File: src/design/y2r_pkg.sv
// ----------------------------------------------------------------------------
// YUYV to RGB converter package
// Word types and fixed-point constants shared by the converter modules.
// ----------------------------------------------------------------------------
`default_nettype none

package y2r_pkg;

  localparam int unsigned ChanW  = 8;
  localparam int unsigned FracW  = 8;
  // Widest chroma term is 454 * 128 = 58112, which needs 17 signed bits.
  localparam int unsigned TermW  = 17;
  // Luma scaled by 256 plus the widest term stays below 2**17.
  localparam int unsigned SumW   = 18;

  localparam logic signed [TermW-1:0] RedVCoef   = 17'sd359;
  localparam logic signed [TermW-1:0] GreenUCoef = 17'sd88;
  localparam logic signed [TermW-1:0] GreenVCoef = 17'sd183;
  localparam logic signed [TermW-1:0] BlueUCoef  = 17'sd454;

  // One packed macropixel as it arrives.
  typedef struct packed {
    logic [ChanW-1:0] luma_first;
    logic [ChanW-1:0] chroma_blue;
    logic [ChanW-1:0] luma_second;
    logic [ChanW-1:0] chroma_red;
    logic             single_pixel;
  } yuyv_word_t;

  // One output pixel.
  typedef struct packed {
    logic [ChanW-1:0] red;
    logic [ChanW-1:0] green;
    logic [ChanW-1:0] blue;
    logic             last_of_run;
  } rgb_word_t;

  // Queue entry: both lumas plus the chroma terms shared by the two pixels.
  typedef struct packed {
    logic [ChanW-1:0]        luma_first;
    logic [ChanW-1:0]        luma_second;
    logic                    single_pixel;
    logic signed [TermW-1:0] red_term;
    logic signed [TermW-1:0] green_term;
    logic signed [TermW-1:0] blue_term;
  } y2r_job_t;

endpackage

`default_nettype wire

File: src/design/y2r_front.sv
// ----------------------------------------------------------------------------
// YUYV to RGB converter front end
// Accepts macropixels, removes the chroma offset and forms the chroma terms.
// ----------------------------------------------------------------------------
`default_nettype none

module y2r_front (
  input  wire logic                in_valid_i,
  output logic                     in_ready_o,
  input  wire y2r_pkg::yuyv_word_t in_data_i,
  output logic                     push_valid_o,
  input  wire logic                push_ready_i,
  output y2r_pkg::y2r_job_t        push_data_o
);
  import y2r_pkg::*;

  logic signed [ChanW-1:0] u_s, v_s;
  logic signed [TermW-1:0] u_ext, v_ext;

  // Subtracting 128 from an unsigned byte is the same as flipping its top bit
  // and reading it as two's complement.
  assign u_s   = signed'({~in_data_i.chroma_blue[ChanW-1], in_data_i.chroma_blue[ChanW-2:0]});
  assign v_s   = signed'({~in_data_i.chroma_red[ChanW-1], in_data_i.chroma_red[ChanW-2:0]});
  assign u_ext = TermW'(u_s);
  assign v_ext = TermW'(v_s);

  always_comb begin
    push_data_o.luma_first   = in_data_i.luma_first;
    push_data_o.luma_second  = in_data_i.luma_second;
    push_data_o.single_pixel = in_data_i.single_pixel;
    push_data_o.red_term     = TermW'(v_ext * RedVCoef);
    push_data_o.green_term   = TermW'(-(u_ext * GreenUCoef) - (v_ext * GreenVCoef));
    push_data_o.blue_term    = TermW'(u_ext * BlueUCoef);
  end

  assign push_valid_o = in_valid_i;
  assign in_ready_o   = push_ready_i;

endmodule

`default_nettype wire

File: src/design/y2r_queue.sv
// ----------------------------------------------------------------------------
// YUYV to RGB converter job queue
// Short first-in first-out queue between the front end and the back end.
// ----------------------------------------------------------------------------
`default_nettype none

module y2r_queue #(
  parameter int unsigned Depth = 2
) (
  input  wire logic               clk_i,
  input  wire logic               rst_ni,
  input  wire logic               push_valid_i,
  output logic                    push_ready_o,
  input  wire y2r_pkg::y2r_job_t  push_data_i,
  output logic                    pop_valid_o,
  input  wire logic               pop_ready_i,
  output y2r_pkg::y2r_job_t       pop_data_o
);
  import y2r_pkg::*;

  localparam int unsigned PtrW = (Depth > 1) ? $clog2(Depth) : 1;
  localparam int unsigned CntW = $clog2(Depth + 1);

  y2r_job_t        mem_q [Depth];
  logic [PtrW-1:0] wr_ptr_q, wr_ptr_d, rd_ptr_q, rd_ptr_d;
  logic [CntW-1:0] count_q, count_d;
  logic            push, pop, full;

  assign full         = (count_q == CntW'(Depth));
  assign push_ready_o = !full;
  assign pop_valid_o  = (count_q != '0);
  assign push         = push_valid_i && !full;
  assign pop          = pop_ready_i && pop_valid_o;
  assign pop_data_o   = mem_q[rd_ptr_q];

  always_comb begin
    wr_ptr_d = wr_ptr_q;
    rd_ptr_d = rd_ptr_q;
    if (push) begin
      wr_ptr_d = (wr_ptr_q == PtrW'(Depth - 1)) ? '0 : wr_ptr_q + 1'b1;
    end
    if (pop) begin
      rd_ptr_d = (rd_ptr_q == PtrW'(Depth - 1)) ? '0 : rd_ptr_q + 1'b1;
    end
    unique case ({push, pop})
      2'b10:   count_d = count_q + 1'b1;
      2'b01:   count_d = count_q - 1'b1;
      default: count_d = count_q;
    endcase
  end

  always_ff @(posedge clk_i or negedge rst_ni) begin
    if (!rst_ni) begin
      wr_ptr_q <= '0;
      rd_ptr_q <= '0;
      count_q  <= '0;
    end else begin
      wr_ptr_q <= wr_ptr_d;
      rd_ptr_q <= rd_ptr_d;
      count_q  <= count_d;
    end
  end

  always_ff @(posedge clk_i) begin
    if (push) begin
      mem_q[wr_ptr_q] <= push_data_i;
    end
  end

endmodule

`default_nettype wire

File: src/design/y2r_back.sv
// ----------------------------------------------------------------------------
// YUYV to RGB converter back end
// Expands each job into one or two pixels, adds luma, shifts and clamps.
// ----------------------------------------------------------------------------
`default_nettype none

module y2r_back (
  input  wire logic               clk_i,
  input  wire logic               rst_ni,
  input  wire logic               job_valid_i,
  output logic                    job_ready_o,
  input  wire y2r_pkg::y2r_job_t  job_data_i,
  output logic                    out_valid_o,
  input  wire logic               out_ready_i,
  output y2r_pkg::rgb_word_t      out_data_o
);
  import y2r_pkg::*;

  // Luma * 256 + term, floor-shifted by eight and clamped to one byte.
  function automatic logic [ChanW-1:0] chan_out(logic [ChanW-1:0] luma,
                                                logic signed [TermW-1:0] term);
    logic signed [SumW-1:0]       sum;
    logic signed [SumW-FracW-1:0] shifted;
    logic [ChanW-1:0]             res;
    sum     = signed'({2'b00, luma, {FracW{1'b0}}}) + SumW'(term);
    shifted = sum[SumW-1:FracW];
    if (shifted[SumW-FracW-1]) begin
      res = '0;
    end else if (|shifted[SumW-FracW-2:ChanW]) begin
      res = '1;
    end else begin
      res = shifted[ChanW-1:0];
    end
    return res;
  endfunction

  logic             phase_q, phase_d;
  logic             out_valid_q, out_valid_d;
  rgb_word_t        out_data_q, out_data_d;
  logic             load, last;
  logic [ChanW-1:0] luma;

  assign load        = job_valid_i && (!out_valid_q || out_ready_i);
  assign last        = job_data_i.single_pixel || phase_q;
  assign luma        = phase_q ? job_data_i.luma_second : job_data_i.luma_first;
  assign job_ready_o = load && last;

  always_comb begin
    out_data_d.red         = chan_out(luma, job_data_i.red_term);
    out_data_d.green       = chan_out(luma, job_data_i.green_term);
    out_data_d.blue        = chan_out(luma, job_data_i.blue_term);
    out_data_d.last_of_run = last;
  end

  always_comb begin
    phase_d     = phase_q;
    out_valid_d = out_valid_q;
    if (load) begin
      phase_d     = !last;
      out_valid_d = 1'b1;
    end else if (out_ready_i) begin
      out_valid_d = 1'b0;
    end
  end

  always_ff @(posedge clk_i or negedge rst_ni) begin
    if (!rst_ni) begin
      phase_q     <= 1'b0;
      out_valid_q <= 1'b0;
    end else begin
      phase_q     <= phase_d;
      out_valid_q <= out_valid_d;
    end
  end

  always_ff @(posedge clk_i) begin
    if (load) begin
      out_data_q <= out_data_d;
    end
  end

  assign out_valid_o = out_valid_q;
  assign out_data_o  = out_data_q;

  // While the second pixel is pending, its job must still sit at the queue head.
  a_second_pixel_job_held: assert property (@(posedge clk_i) disable iff (!rst_ni)
    phase_q |-> (job_valid_i && !job_data_i.single_pixel))
    else $error("second pixel pending without a full job at the queue head");

  // A first pixel that is not the last one is always followed by the second.
  a_first_pixel_sets_phase: assert property (@(posedge clk_i) disable iff (!rst_ni)
    (out_valid_q && !out_data_q.last_of_run) |-> phase_q)
    else $error("first pixel shown without second pixel pending");

  // Retiring a job always puts its final pixel in the output register.
  a_pop_marks_last: assert property (@(posedge clk_i) disable iff (!rst_ni)
    (job_valid_i && job_ready_o) |=> (out_valid_q && out_data_q.last_of_run && !phase_q))
    else $error("job retired without a final pixel");

endmodule

`default_nettype wire

File: src/design/yuyv_to_rgb_converter.sv
// ----------------------------------------------------------------------------
// YUYV to RGB converter
// Turns packed YUYV 4:2:2 macropixels into a stream of RGB888 pixels.
// ----------------------------------------------------------------------------
// Each accepted word yields two pixels, first then second, sharing the chroma
// of the word; with single_pixel set only the first pixel comes out. The
// output side gives one pixel per cycle while a job waits and the receiver
// is ready, so a full macropixel occupies the back end for both its pixels
// and an odd-tail word for its one pixel. The front end forms the chroma
// products combinationally and the job queue stores them when the word is
// accepted; from the queue head the back end adds luma, shifts and clamps
// into the output register. The queue lets the input side keep accepting
// while a pixel waits at the output.
`default_nettype none

module yuyv_to_rgb_converter #(
  parameter int unsigned QueueDepth = 2
) (
  input  wire logic                clk_i,
  input  wire logic                rst_ni,
  input  wire logic                in_valid_i,
  output logic                     in_ready_o,
  input  wire y2r_pkg::yuyv_word_t in_data_i,
  output logic                     out_valid_o,
  input  wire logic                out_ready_i,
  output y2r_pkg::rgb_word_t       out_data_o
);
  import y2r_pkg::*;

  logic     push_valid, push_ready;
  y2r_job_t push_data;
  logic     job_valid, job_ready;
  y2r_job_t job_data;

  y2r_front u_front (
    .in_valid_i   (in_valid_i),
    .in_ready_o   (in_ready_o),
    .in_data_i    (in_data_i),
    .push_valid_o (push_valid),
    .push_ready_i (push_ready),
    .push_data_o  (push_data)
  );

  y2r_queue #(
    .Depth (QueueDepth)
  ) u_queue (
    .clk_i        (clk_i),
    .rst_ni       (rst_ni),
    .push_valid_i (push_valid),
    .push_ready_o (push_ready),
    .push_data_i  (push_data),
    .pop_valid_o  (job_valid),
    .pop_ready_i  (job_ready),
    .pop_data_o   (job_data)
  );

  y2r_back u_back (
    .clk_i       (clk_i),
    .rst_ni      (rst_ni),
    .job_valid_i (job_valid),
    .job_ready_o (job_ready),
    .job_data_i  (job_data),
    .out_valid_o (out_valid_o),
    .out_ready_i (out_ready_i),
    .out_data_o  (out_data_o)
  );

endmodule

`default_nettype wire

File: config.mk
export PLATFORM = sky130hd
export DESIGN_NAME = yuyv_to_rgb_converter
export DESIGN_NICKNAME = d
export VERILOG_FILES = /design/src/design/y2r_pkg.sv /design/src/design/y2r_front.sv /design/src/design/y2r_queue.sv /design/src/design/y2r_back.sv /design/src/design/yuyv_to_rgb_converter.sv
export SDC_FILE = /design/constraint.sdc
export NUM_CORES = 1
export LEC_CHECK = 0
export BUFFER_PORTS_ARGS = -buffer_cell sky130_fd_sc_hd__buf_2
export CAP_MARGIN = 25
export CORE_UTILIZATION = 35
export CTS_BUF_LIST = sky130_fd_sc_hd__clkbuf_4 sky130_fd_sc_hd__clkbuf_8
export DETAILED_ROUTE_END_ITERATION = 16
export PLACE_DENSITY = 0.61
export SLEW_MARGIN = 20
export SYNTH_ARGS = -nofsm -noshare
export SYNTH_HDL_FRONTEND = slang
export SYNTH_SLANG_ARGS = --single-unit
File: constraint.sdc
create_clock -name clk_i -period 3.76 [get_ports clk_i]
set_input_delay 0.188 -clock clk_i [delete_from_list [all_inputs] [get_ports clk_i]]
set_output_delay 0.188 -clock clk_i [all_outputs]
set_load 0.02 [all_outputs]
==> summary.md, run 1 <==
| Metric | Value |
|---|---|
| Outcome | complete, but fails checks |
| Violated checks | setup timing |
| Relative slew margins | 39.40% |
| Maximum number of pins on one net before global-route repair | 41 |
| Core Footprint | 28940 um2 |
| Placed cell count | 1448 |
| Initial DRC Count | 217 |
| Post-layout minimum cycle time | 5.093 ns |
| Top achievable clock speed | 196.4 MHz |
| Max-slew violations | 0 |
| Mean instance size in the synthesized netlist | 11.70 um2 |
| Clock sink count | 119 |
| Wire length per cell after detailed routing | 13.67 um |
| Worst Slack Setup Final | -1.333 ns |
| RSZ-0062 raised after global routing | yes |
| Clock tree root driver cell | sky130_fd_sc_hd__clkbuf_8 |
| Final clock period utilization by the worst path | 135.4% |
| I/O pin total | 64 |
| Cell type with the highest aggregate area in the netlist | sky130_fd_sc_hd__edfxtp_1 |
| Post-synthesis sequential element count | 119 |
| Total area of multi-input combinational cells | 6690 um2 |
| First-pass GRT wire length | 34600 um |
| Hold violation total from the final report | 0 |
| Global placer's final weighted congestion | 0.8154 |
| Number of setup violations in the final report | 18 |
| Clock insertion delay at the later pin of the skew report | 0.42 ns |
| Final clock skew | 0.01247 ns |
| Data required time of the critical path | 3.93 ns |
| Post-synth EDFFs | 113 |
| GRT Util Overall | 14.15% |
| Clock Pin Slew Worst Setup and Hold Paths | 0.08 ns |
| Count of TritonRoute iterations in the first routing pass | 5 |
| Dominant register cell in the synthesized netlist | sky130_fd_sc_hd__edfxtp_1 |
| Initial antenna violation count | 0 |
| Total Die Area | 30420 um2 |
| Antenna diode count | 0 |
| Cell count after synthesis | 889 |
| Cell area after layout | 13370 um2 |
| Critical path class | in -> reg |
| Synthesized area | 10400 um2 |
| Port buffer count | 63 |
| Aggregate routed wire length | 20630 um |
| Syn-to-layout area delta | 28.50% |
| Number of violations of the max-capacitance limit | 0 |
| Post-DP Area | 12290 um2 |
| Row count | 62 |
| FILL cells | 2630 |
| Fraction of final layout cells sized beyond drive strength 1 | 31.02% |
| Ys Warns | 0 |
| Drc violations | 0 |
| Class of the tightest hold or removal check | in -> async |
| Maximum buffer depth of the clock tree | 2 |
| Register area | 3545 um2 |
| CTS tree | built |
| Proportion of synthesized chip area in sequential cells | 34.06% |
| Vias in the first global route | 7200 |
| Die span in x | 174.4 um |
| Crit-path max FO | 4 |
| Startpoint types | input port |
| Proportion of netlist area held by the largest area contributor | 32.62% |
| Number of H-tree levels | 4 |
| Starting density of the core | 35.96% |
| Number of standard cells in the layout, taps in and fillers out | 1509 |
| Critical path arrival | 5.26 ns |
| Top post-synthesis cells by area | sky130_fd_sc_hd__edfxtp_1 (33%), sky130_fd_sc_hd__ha_1 (22%), sky130_fd_sc_hd__fa_1 (13%) |
| Vias per cell | 4.541 |
| Worst hold slack | 0.1139 ns |
| Distinct cell type count of the synthesized netlist | 63 |
| Gr ovfl total | 0 |
| Number of buffers created by CTS | 17 |
| Detailed-route via count | 6852 |
| Post-layout nets | 1398 |
| Total half-perimeter wirelength after legalization and detailed placement | 16770 um |
| Die Span Y | 174.4 um |
| Number of nets with antenna violations after detailed routing | 0 |
| Worst slack at placement | -1.946 ns |
| Pin slew with the least headroom to its limit | 0.9090 ns |
| Post-synth net total | 1175 |
| Ys async rst share | 5.042% |
| Sort of element at the end of the critical path | register |
==> final timing paths <==
kind | startpoint | endpoint | slack, ns | depth (start not counted)
max | in_data_i[19] | u_queue.mem_q[0][31]$_DFFE_PP_ | -1.33 | 24
min | rst_ni | u_queue.count_q[1]$_DFFE_PN0P_ | 0.11 | 2
max reg2reg | u_queue.rd_ptr_q$_DFFE_PN0P_ | u_back.out_data_o[7]$_SDFFCE_PP0P_ | 0.58 | 9
min reg2reg | u_queue.count_q[1]$_DFFE_PN0P_ | u_queue.count_q[1]$_DFFE_PN0P_ | 0.52 | 1
max in group asynchronous | rst_ni | u_queue.rd_ptr_q$_DFFE_PN0P_ | 3.49 | 2
min in group clk_i | in_valid_i | u_queue.wr_ptr_q$_DFFE_PN0P_ | 0.15 | 3
==> per-stage QoR <==
stage / util (%) / TNS (ns)
finish: 46.20 / -19.36
global route: 46.20 / -21.98
CTS: 45.42 / -19.15
detailed placement: 42.48 / -33.78
global placement: 42.48 / -33.15
floorplan: - / -20.75
==> synthesized netlist by cell type (all sizes together), types with 5 or more instances <==
master,n
ha,179
inv,181
o21bai,6
xor2,17
nand2,16
edfxtp,113
mux2i,7
xnor2,42
a211oi,5
nand2b,9
nand3,5
a21o,18
dfrtp,6
a21oi,50
mux4,8
nor2b,6
mux2,21
nor2,32
o21ai,22
o21a,14
fa,70
==> cell usage in the layout (no fill, tap or decap), types with 8 or more instances in the layout <==
cell,synthesis,routed
sky130_fd_sc_hd__inv_1,181,168
sky130_fd_sc_hd__ha_1,179,159
sky130_fd_sc_hd__buf_4,2,118
sky130_fd_sc_hd__edfxtp_1,113,113
sky130_fd_sc_hd__fa_1,70,68
sky130_fd_sc_hd__buf_2,2,57
sky130_fd_sc_hd__a21oi_1,48,39
sky130_fd_sc_hd__xnor2_1,41,35
sky130_fd_sc_hd__nor2_1,32,26
sky130_fd_sc_hd__mux2_2,21,21
sky130_fd_sc_hd__o21ai_0,22,19
sky130_fd_sc_hd__dlygate4sd3_1,0,19
sky130_fd_sc_hd__a21o_1,18,18
sky130_fd_sc_hd__ha_4,0,18
sky130_fd_sc_hd__clkbuf_8,0,17
sky130_fd_sc_hd__nand2_1,16,16
sky130_fd_sc_hd__xor2_1,17,14
sky130_fd_sc_hd__o21a_1,14,13
sky130_fd_sc_hd__inv_2,0,12
sky130_fd_sc_hd__a21oi_2,2,10
sky130_fd_sc_hd__nand2b_1,9,9
sky130_fd_sc_hd__buf_6,0,9
sky130_fd_sc_hd__mux4_2,8,8
==> timing repair <==
item | CTS | global route
endpoints found under the hold margin | 41 | 0
gates resized for setup | 42 | 38
hold buffers | 19 | 0
endpoints found under the setup margin | 18 | 28
buffers inserted | 9 | 3
pin swaps | 16 | 11
==> layout make-up <==
| type | count | share of cell area [%] |
|---|---|---|
| inverter | 181 | 5.110 |
| clock inverter | 15 | 1.451 |
| tap | 384 | 3.594 |
| clock buffer | 17 | 1.750 |
| multi-input combinational | 584 | 50.04 |
| timing repair buffer | 209 | 11.54 |
| sequential | 119 | 26.51 |
==> layer usage <==
metal	vias up	routed length (um)	global-route usage, %
met5	-	0	0
met4	0	121	2.668
met3	10	460	2.012
met2	74	10060	24.25
met1	3256	9982	19.03
li1	3512	-	-
==> registers in the layout (all words and copies together), names as in the netlist <==
signal              count
u_back.phase_q          1
u_queue.wr_ptr_q        1
u_back.out_valid_o      1
u_back.out_data_o      25
u_queue.count_q         2
u_queue.mem_q          88
u_queue.rd_ptr_q        1
==> cell families after synthesis <==
group | share of synthesized area [%]
mux | 4.799
simple gates | 4.558
compound gates | 9.645
buf+inv | 6.807
fa+ha+maj | 35.09
xor+xnor | 5.039
flops | 34.06
==> critical path, stage by stage <==
cell	delay, ns
sky130_fd_sc_hd__buf_8	0.11
sky130_fd_sc_hd__ha_4	0.25
sky130_fd_sc_hd__inv_2	0.03
sky130_fd_sc_hd__fa_1	0.48
sky130_fd_sc_hd__inv_2	0.04
sky130_fd_sc_hd__ha_4	0.26
sky130_fd_sc_hd__inv_2	0.04
sky130_fd_sc_hd__o21bai_1	0.18
sky130_fd_sc_hd__a21oi_2	0.08
sky130_fd_sc_hd__xnor2_1	0.13
sky130_fd_sc_hd__ha_2	0.19
sky130_fd_sc_hd__fa_1	0.50
sky130_fd_sc_hd__fa_1	0.51
sky130_fd_sc_hd__inv_1	0.05
sky130_fd_sc_hd__fa_1	0.51
sky130_fd_sc_hd__inv_2	0.04
sky130_fd_sc_hd__fa_1	0.51
sky130_fd_sc_hd__inv_2	0.04
sky130_fd_sc_hd__ha_4	0.22
sky130_fd_sc_hd__a21o_1	0.16
sky130_fd_sc_hd__a21o_1	0.16
sky130_fd_sc_hd__a22o_1	0.24
sky130_fd_sc_hd__o31ai_2	0.21
sky130_fd_sc_hd__xnor2_1	0.12
Power of run 1 is left out: the tool's default activity adds up to more than one toggle a clock period on the data nets, which glitch-free logic cannot reach.
==> inputs of run 2 (changes only) <==
--- a/config.mk
+++ b/config.mk
@@ -6,11 +6,12 @@
 export NUM_CORES = 1
 export LEC_CHECK = 0
 export BUFFER_PORTS_ARGS = -buffer_cell sky130_fd_sc_hd__buf_2
-export CAP_MARGIN = 25
+export CAP_MARGIN = 20
 export CORE_UTILIZATION = 35
 export CTS_BUF_LIST = sky130_fd_sc_hd__clkbuf_4 sky130_fd_sc_hd__clkbuf_8
 export DETAILED_ROUTE_END_ITERATION = 16
 export PLACE_DENSITY = 0.61
+export RECOVER_POWER = 25
 export SLEW_MARGIN = 20
 export SYNTH_ARGS = -nofsm -noshare
 export SYNTH_HDL_FRONTEND = slang
==> run 2 against run 1 <==
Via count rose by 0.22%. Non-clock buffer count unchanged. Register-to-register slack is essentially flat. Sequential share of layout area up 0.087 points. Clock-buffer cell count unchanged. Fmax up 0.17%. The flow still finishes with violations (setup timing). Highest routed layer unchanged. Worst setup slack better by 0.0087 ns. Final area down 0.33%. Die area did not move.
==> summary.md, run 2 (synthesis results as in run 1) <==
| Metric | Value |
|---|---|
| Critical path arrival | 5.25 ns (about the same) |
| Commonest non-fill, non-tap cell in the layout | sky130_fd_sc_hd__inv_1 |
| Row count | 62 (unchanged) |
| Aggregate routed wire length | 20670 um (+0.21%) |
| Relative slew margins | 39.32% (-0.076 points) |
| Worst Slack Setup Final | -1.324 ns (+0.008680 ns) |
| FILL cells | 2652 (+0.84%) |
| Crit-path slowest cell | sky130_fd_sc_hd__fa_1 |
| Syn-to-layout area delta | 28.08% |
| Buffers & Inverters on Critical Path | 7 (unchanged) |
| Total Die Area | 30420 um2 (unchanged) |
| Port buffer count | 63 (unchanged) |
| Hold violation total from the final report | 0 (unchanged) |
| Number of violations of the max-capacitance limit | 0 (unchanged) |
| Max-slew violations | 0 (unchanged) |
| Crit-path max FO | 4 (unchanged) |
| Clock tree root driver cell | sky130_fd_sc_hd__clkbuf_8 |
| Maximum buffer depth of the clock tree | 2 (unchanged) |
| Final clock period utilization by the worst path | 135.2% (-0.23 points) |
| Commonest cells after routing, fill and taps aside | sky130_fd_sc_hd__inv_1 (168), sky130_fd_sc_hd__ha_1 (159), sky130_fd_sc_hd__buf_4 (118), sky130_fd_sc_hd__edfxtp_1 (113), sky130_fd_sc_hd__fa_1 (68) |
| Data required time of the critical path | 3.92 ns (about the same) |
| Clock sink count | 119 (unchanged) |
| Biggest cell delay along the critical path | 0.51 ns (about the same) |
| Largest delay share family, worst path | adder cells |
| Global placer's final weighted congestion | 0.8154 (unchanged) |
| Wire length per cell after detailed routing | 13.70 um (+0.21%) |
| Met2 demand-to-capacity share in global routing | 24.25% (unchanged) |
| Met1 track demand over resource in global routing | 19.03% (unchanged) |
| Vias in the first global route | 7200 (unchanged) |
| Number of H-tree levels | 4 (unchanged) |
| Antenna diode count | 0 (unchanged) |
| First-pass GRT wire length | 34600 um (unchanged) |
| Violated checks | setup timing |
| Gr ovfl total | 0 (unchanged) |
| I/O pin total | 64 (unchanged) |
| Number of buffers created by CTS | 17 (unchanged) |
| Critical path class | in -> reg |
| Number of setup violations in the final report | 18 (unchanged) |
| Startpoint types | input port |
| Post-layout nets | 1398 (unchanged) |
| Final clock skew | 0.01177 ns (-0.0006988 ns) |
| Die span in x | 174.4 um (unchanged) |
| Total negative slack | -19.27 ns (+0.09110 ns) |
| Count of TritonRoute iterations in the first routing pass | 4 (-1) |
| Post-layout minimum cycle time | 5.084 ns (-0.008680 ns) |
| Total half-perimeter wirelength after legalization and detailed placement | 16770 um (unchanged) |
| Vias per cell | 4.551 (+0.22%) |
| Top reg by flops | u_queue.mem_q |
| GRT Util Overall | 14.15% (unchanged) |
| Number of nets with antenna violations after detailed routing | 0 (unchanged) |
| Fraction of final layout cells sized beyond drive strength 1 | 27.91% (-3.1 points) |
| Sort of element at the end of the critical path | register |
| Class of the tightest hold or removal check | in -> reg |
| Initial antenna violation count | 0 (unchanged) |
| CTS tree | built |
| Clock Pin Slew Worst Setup and Hold Paths | 0.07 ns (about the same) |
| Top achievable clock speed | 196.7 MHz (+0.17%) |
| Maximum number of pins on one net before global-route repair | 41 (unchanged) |
| Core Footprint | 28940 um2 (unchanged) |
| RSZ-0062 raised after global routing | yes |
| Drc violations | 0 (unchanged) |
| Initial DRC Count | 229 (+5.5%) |
| Crit path cell chain | buf_8 -> ha_4 -> inv_2 -> fa_1 -> inv_2 -> ha_4 -> inv_2 -> o21bai_1 -> a21oi_2 -> xnor2_1 -> ha_2 -> fa_1 -> fa_1 -> inv_1 -> fa_1 -> inv_2 -> fa_1 -> inv_2 -> ha_4 -> a21o_1 -> a21o_1 -> a22o_1 -> o31ai_2 -> xnor2_1 |
| Clock insertion delay at the later pin of the skew report | 0.42 ns (about the same) |
| Largest register FFs | 88 (unchanged) |
| Outcome | complete, but fails checks |
| Pin slew with the least headroom to its limit | 0.9102 ns (+0.001137 ns) |
| Most used routing layer in global routing | met2 |
| Die Span Y | 174.4 um (unchanged) |
| Detailed-route via count | 6867 (+0.22%) |
| Met3 track demand over resource | 2.012% (unchanged) |
| Starting density of the core | 35.96% (unchanged) |
run 2: cell type report:
class                   count  area (um2)  share of cell area (%)
multi-input cells         584        6690                   50.21
flip-flops and latches    119        3545                   26.60
repair buffers            209        1499                   11.25
inverters                 181       683.2                   5.127
well taps                 384       480.5                   3.606
clock buffers              17       234.0                   1.756
clock inverters            15       193.9                   1.455
run 2: per-layer routing:
layer,share of wire [%],up-vias
li1,-,3509
met1,48,3271
met2,49,80
met3,2.5,7
met4,0.49,0
met5,0,-
run 2: tightest hold or removal path, cell delays in order:
cell and delay (ns):
sky130_fd_sc_hd__buf_2 0.10, sky130_fd_sc_hd__nand2_1 0.15, sky130_fd_sc_hd__xnor2_1 0.09
run 2: stage by stage:
step / cell area [um2] / hold slack (ns) / util (%) / worst slack, ns / cells
6_report: 13330 / 0.1524 / 46.05 / -1.324 / 1509
5_1_grt: 13330 / 0.1418 / 46.05 / -1.478 / 1509
4_1_cts: 13140 / 0.07868 / 45.42 / -1.310 / 1507
3_5_place_dp: 12290 / 0.01930 / 42.48 / -1.946 / 1448
3_3_place_gp: 12290 / 0.02006 / 42.48 / -1.857 / 1448
2_1_floorplan: 10620 / -0.1076 / - / -1.573 / 889
run 2: worst paths after layout:
path / startpoint / to / slack (ns) / cells past startpoint
max in group asynchronous: rst_ni / u_queue.rd_ptr_q$_DFFE_PN0P_ / 3.32 / 2
worst min-delay path: in_valid_i / u_queue.wr_ptr_q$_DFFE_PN0P_ / 0.15 / 3
worst max register to register: u_queue.rd_ptr_q$_DFFE_PN0P_ / u_back.out_data_o[7]$_SDFFCE_PP0P_ / 0.58 / 9
worst min register to register: u_queue.count_q[1]$_DFFE_PN0P_ / u_queue.count_q[1]$_DFFE_PN0P_ / 0.53 / 1
min in group asynchronous: rst_ni / u_queue.count_q[1]$_DFFE_PN0P_ / 0.17 / 2
worst max-delay path: in_data_i[19] / u_queue.mem_q[0][31]$_DFFE_PP_ / -1.32 / 24
run 2: timing repair:
| item | CTS | global route |
|---|---|---|
| buffers inserted | 9 | 3 |
| hold endpoints to repair | 41 | 0 |
| hold buffers | 19 | 0 |
| resized for setup | 42 | 38 |
| endpoints found under the setup margin | 18 | 28 |
| pin swaps | 16 | 11 |
Power of run 2 is left out for the same reason.
==> inputs of run 3 (changes only) <==
--- a/config.mk
+++ b/config.mk
@@ -10,7 +10,7 @@
 export CORE_UTILIZATION = 35
 export CTS_BUF_LIST = sky130_fd_sc_hd__clkbuf_4 sky130_fd_sc_hd__clkbuf_8
 export DETAILED_ROUTE_END_ITERATION = 16
-export PLACE_DENSITY = 0.61
+export PLACE_DENSITY = 0.63
 export RECOVER_POWER = 25
 export SLEW_MARGIN = 20
 export SYNTH_ARGS = -nofsm -noshare
==> constraint.sdc (replaced) <==
create_clock -name clk_i -period 4.4 [get_ports clk_i]
set_input_delay 0.22 -clock clk_i [delete_from_list [all_inputs] [get_ports clk_i]]
set_output_delay 0.22 -clock clk_i [all_outputs]
set_load 0.02 [all_outputs]
==> run 3 against run 2 <==
The run still ends with setup timing left. Core utilization shrank 1.6 points. Global-route usage shrank 0.10 points. Clock skew shrank 0.0018 ns. Non-clock buffer count shrank 47. First-iteration DRC count grew 10%. Routed wire length shrank 0.76%. Clock-buffer cell count grew 1. Worst setup slack gained 0.57 ns. Final cell count shrank 3.1%. Sequential cell count is the same. Final area shrank 3.5%.
==> summary.md, run 3 (synthesis results as in run 1) <==
| Metric | Value |
|---|---|
| Total Die Area | 30420 um2 (unchanged) |
| Clock Pin Slew Worst Setup and Hold Paths | 0.07 ns (about the same) |
| Count of TritonRoute iterations in the first routing pass | 4 (unchanged) |
| Total negative slack | -8.946 ns (+10.32 ns) |
| Post-layout nets | 1351 (-3.4%) |
| Placed cell count | 1404 (-3.0%) |
| Cell area after layout | 12860 um2 (-3.5%) |
| Vias per cell | 4.575 (+0.52%) |
| Final clock period utilization by the worst path | 117.2% |
| Max-slew violations | 0 (unchanged) |
| Top achievable clock speed | 193.9 MHz |
| Initial antenna violation count | 0 (unchanged) |
| Crit-path slowest cell | sky130_fd_sc_hd__fa_1 |
| Commonest cells after routing, fill and taps aside | sky130_fd_sc_hd__inv_1 (171), sky130_fd_sc_hd__ha_1 (161), sky130_fd_sc_hd__edfxtp_1 (113), sky130_fd_sc_hd__buf_4 (72), sky130_fd_sc_hd__fa_1 (68) |
| Total half-perimeter wirelength after legalization and detailed placement | 16780 um (about the same) |
| Sort of element at the end of the critical path | register |
| Aggregate routed wire length | 20510 um (-0.76%) |
| RSZ-0062 raised after global routing | yes |
| Die Span Y | 174.4 um (unchanged) |
| First-pass GRT wire length | 34040 um (-1.6%) |
| Largest delay share family, worst path | adder cells |
| Pin slew with the least headroom to its limit | 0.6293 ns (-0.2809 ns) |
| Clock insertion delay at the later pin of the skew report | 0.43 ns (about the same) |
| Global placer's final weighted congestion | 0.8376 (+2.7%) |
| Final clock skew | 0.009938 ns (-0.001837 ns) |
| GRT Util Overall | 14.05% (-0.10 points) |
| Crit-path max FO | 4 (unchanged) |
| Starting density of the core | 35.96% (unchanged) |
| Maximum number of pins on one net before global-route repair | 45 (+9.8%) |
| Number of nets with antenna violations after detailed routing | 0 (unchanged) |
| Critical path arrival | 5.33 ns (+0.08 ns) |
| Number of buffers created by CTS | 17 (unchanged) |
| Top reg by flops | u_queue.mem_q |
| Beginning of the critical path | in_data_i[19] |
| Worst Slack Setup Final | -0.7580 ns (+0.5658 ns) |
| Startpoint types | input port |
| Drc violations | 0 (unchanged) |
| Number of H-tree levels | 4 (unchanged) |
| Clock tree root driver cell | sky130_fd_sc_hd__clkbuf_8 |
| Worst reg2reg startpoint | u_queue.rd_ptr_q$_DFFE_PN0P_ |
| Vias in the first global route | 6849 (-4.9%) |
| Port buffer count | 63 (unchanged) |
| Detailed-route via count | 6688 (-2.6%) |
| Post-layout minimum cycle time | 5.158 ns |
| Data required time of the critical path | 4.57 ns (+0.65 ns) |
| Antenna diode count | 0 (unchanged) |
| Class of the tightest hold or removal check | in -> async |
| Violated checks | setup timing |
| I/O pin total | 64 (unchanged) |
| Biggest cell delay along the critical path | 0.51 ns (about the same) |
| Relative slew margins | 58.05% (+19 points) |
| Buffers & Inverters on Critical Path | 8 (+1) |
| Hold violation total from the final report | 0 (unchanged) |
| Commonest non-fill, non-tap cell in the layout | sky130_fd_sc_hd__inv_1 |
| Worst hold slack | 0.1910 ns (+0.03862 ns) |
| Maximum buffer depth of the clock tree | 2 (unchanged) |
| Number of standard cells in the layout, taps in and fillers out | 1462 (-3.1%) |
| Number of setup violations in the final report | 18 (unchanged) |
| Fraction of final layout cells sized beyond drive strength 1 | 23.56% (-4.3 points) |
| Critical path class | in -> reg |
| Die span in x | 174.4 um (unchanged) |
| Row count | 62 (unchanged) |
| Core Footprint | 28940 um2 (unchanged) |
| Initial DRC Count | 253 (+10%) |
| Outcome | complete, but fails checks |
| Syn-to-layout area delta | 23.57% |
| Crit path top cell by count | sky130_fd_sc_hd__fa_1 |
| Post-DP Area | 11920 um2 (-3.1%) |
| CTS tree | built |
| Number of violations of the max-capacitance limit | 0 (unchanged) |
| Largest register FFs | 88 (unchanged) |
| Gr ovfl total | 0 (unchanged) |
| Clock sink count | 119 (unchanged) |
| Wire length per cell after detailed routing | 14.03 um (+2.4%) |
[run 3: through the flow]
stage | utilization (%) | worst slack (ns)
2_1_floorplan | - | -0.9649
3_3_place_gp | 41.18 | -1.249
3_5_place_dp | 41.18 | -1.329
4_1_cts | 44.11 | -0.7650
5_1_grt | 44.43 | -0.9128
6_report | 44.43 | -0.7580
[run 3: cell type report]
cell class                 instances  area, um2
fill                            2684      16080
clock buffer                      18      241.5
clock inverter                    14      181.4
inverter                         181      679.4
timing repair buffer             162       1135
tap                              384      480.5
multi-input combinational        584       6594
sequential                       119       3545
[run 3: worst paths after layout]
path	endpoint	slack, ns	cells after the start
worst max-delay path	u_queue.mem_q[0][30]$_DFFE_PP_	-0.76	26
worst min-delay path	u_queue.wr_ptr_q$_DFFE_PN0P_	0.19	2
worst max register to register	u_back.out_data_o[7]$_SDFFCE_PP0P_	0.84	11
worst min register to register	u_queue.count_q[1]$_DFFE_PN0P_	0.50	1
max in group asynchronous	u_queue.rd_ptr_q$_DFFE_PN0P_	3.94	2
min in group clk_i	u_queue.wr_ptr_q$_DFFE_PN0P_	0.19	3
[run 3: metal layers]
layer	vias to the layer above	share of wire, %	GRT usage, %
met4	0	1.0	3.509
met3	15	2.7	2.034
met2	92	48	23.67
met5	-	0	0
met1	3170	48	18.89
li1	3411	-	-
[run 3: repair_timing]
item / 4_1_cts / 5_1_grt
pin swaps: 36 / 16
endpoints found under the setup margin: 18 / 18
hold buffers: 18 / 1
setup buffers: 6 / 3
endpoints found under the hold margin: 39 / 2
resized for setup: 50 / 21
Power of run 3 is left out for the same reason.
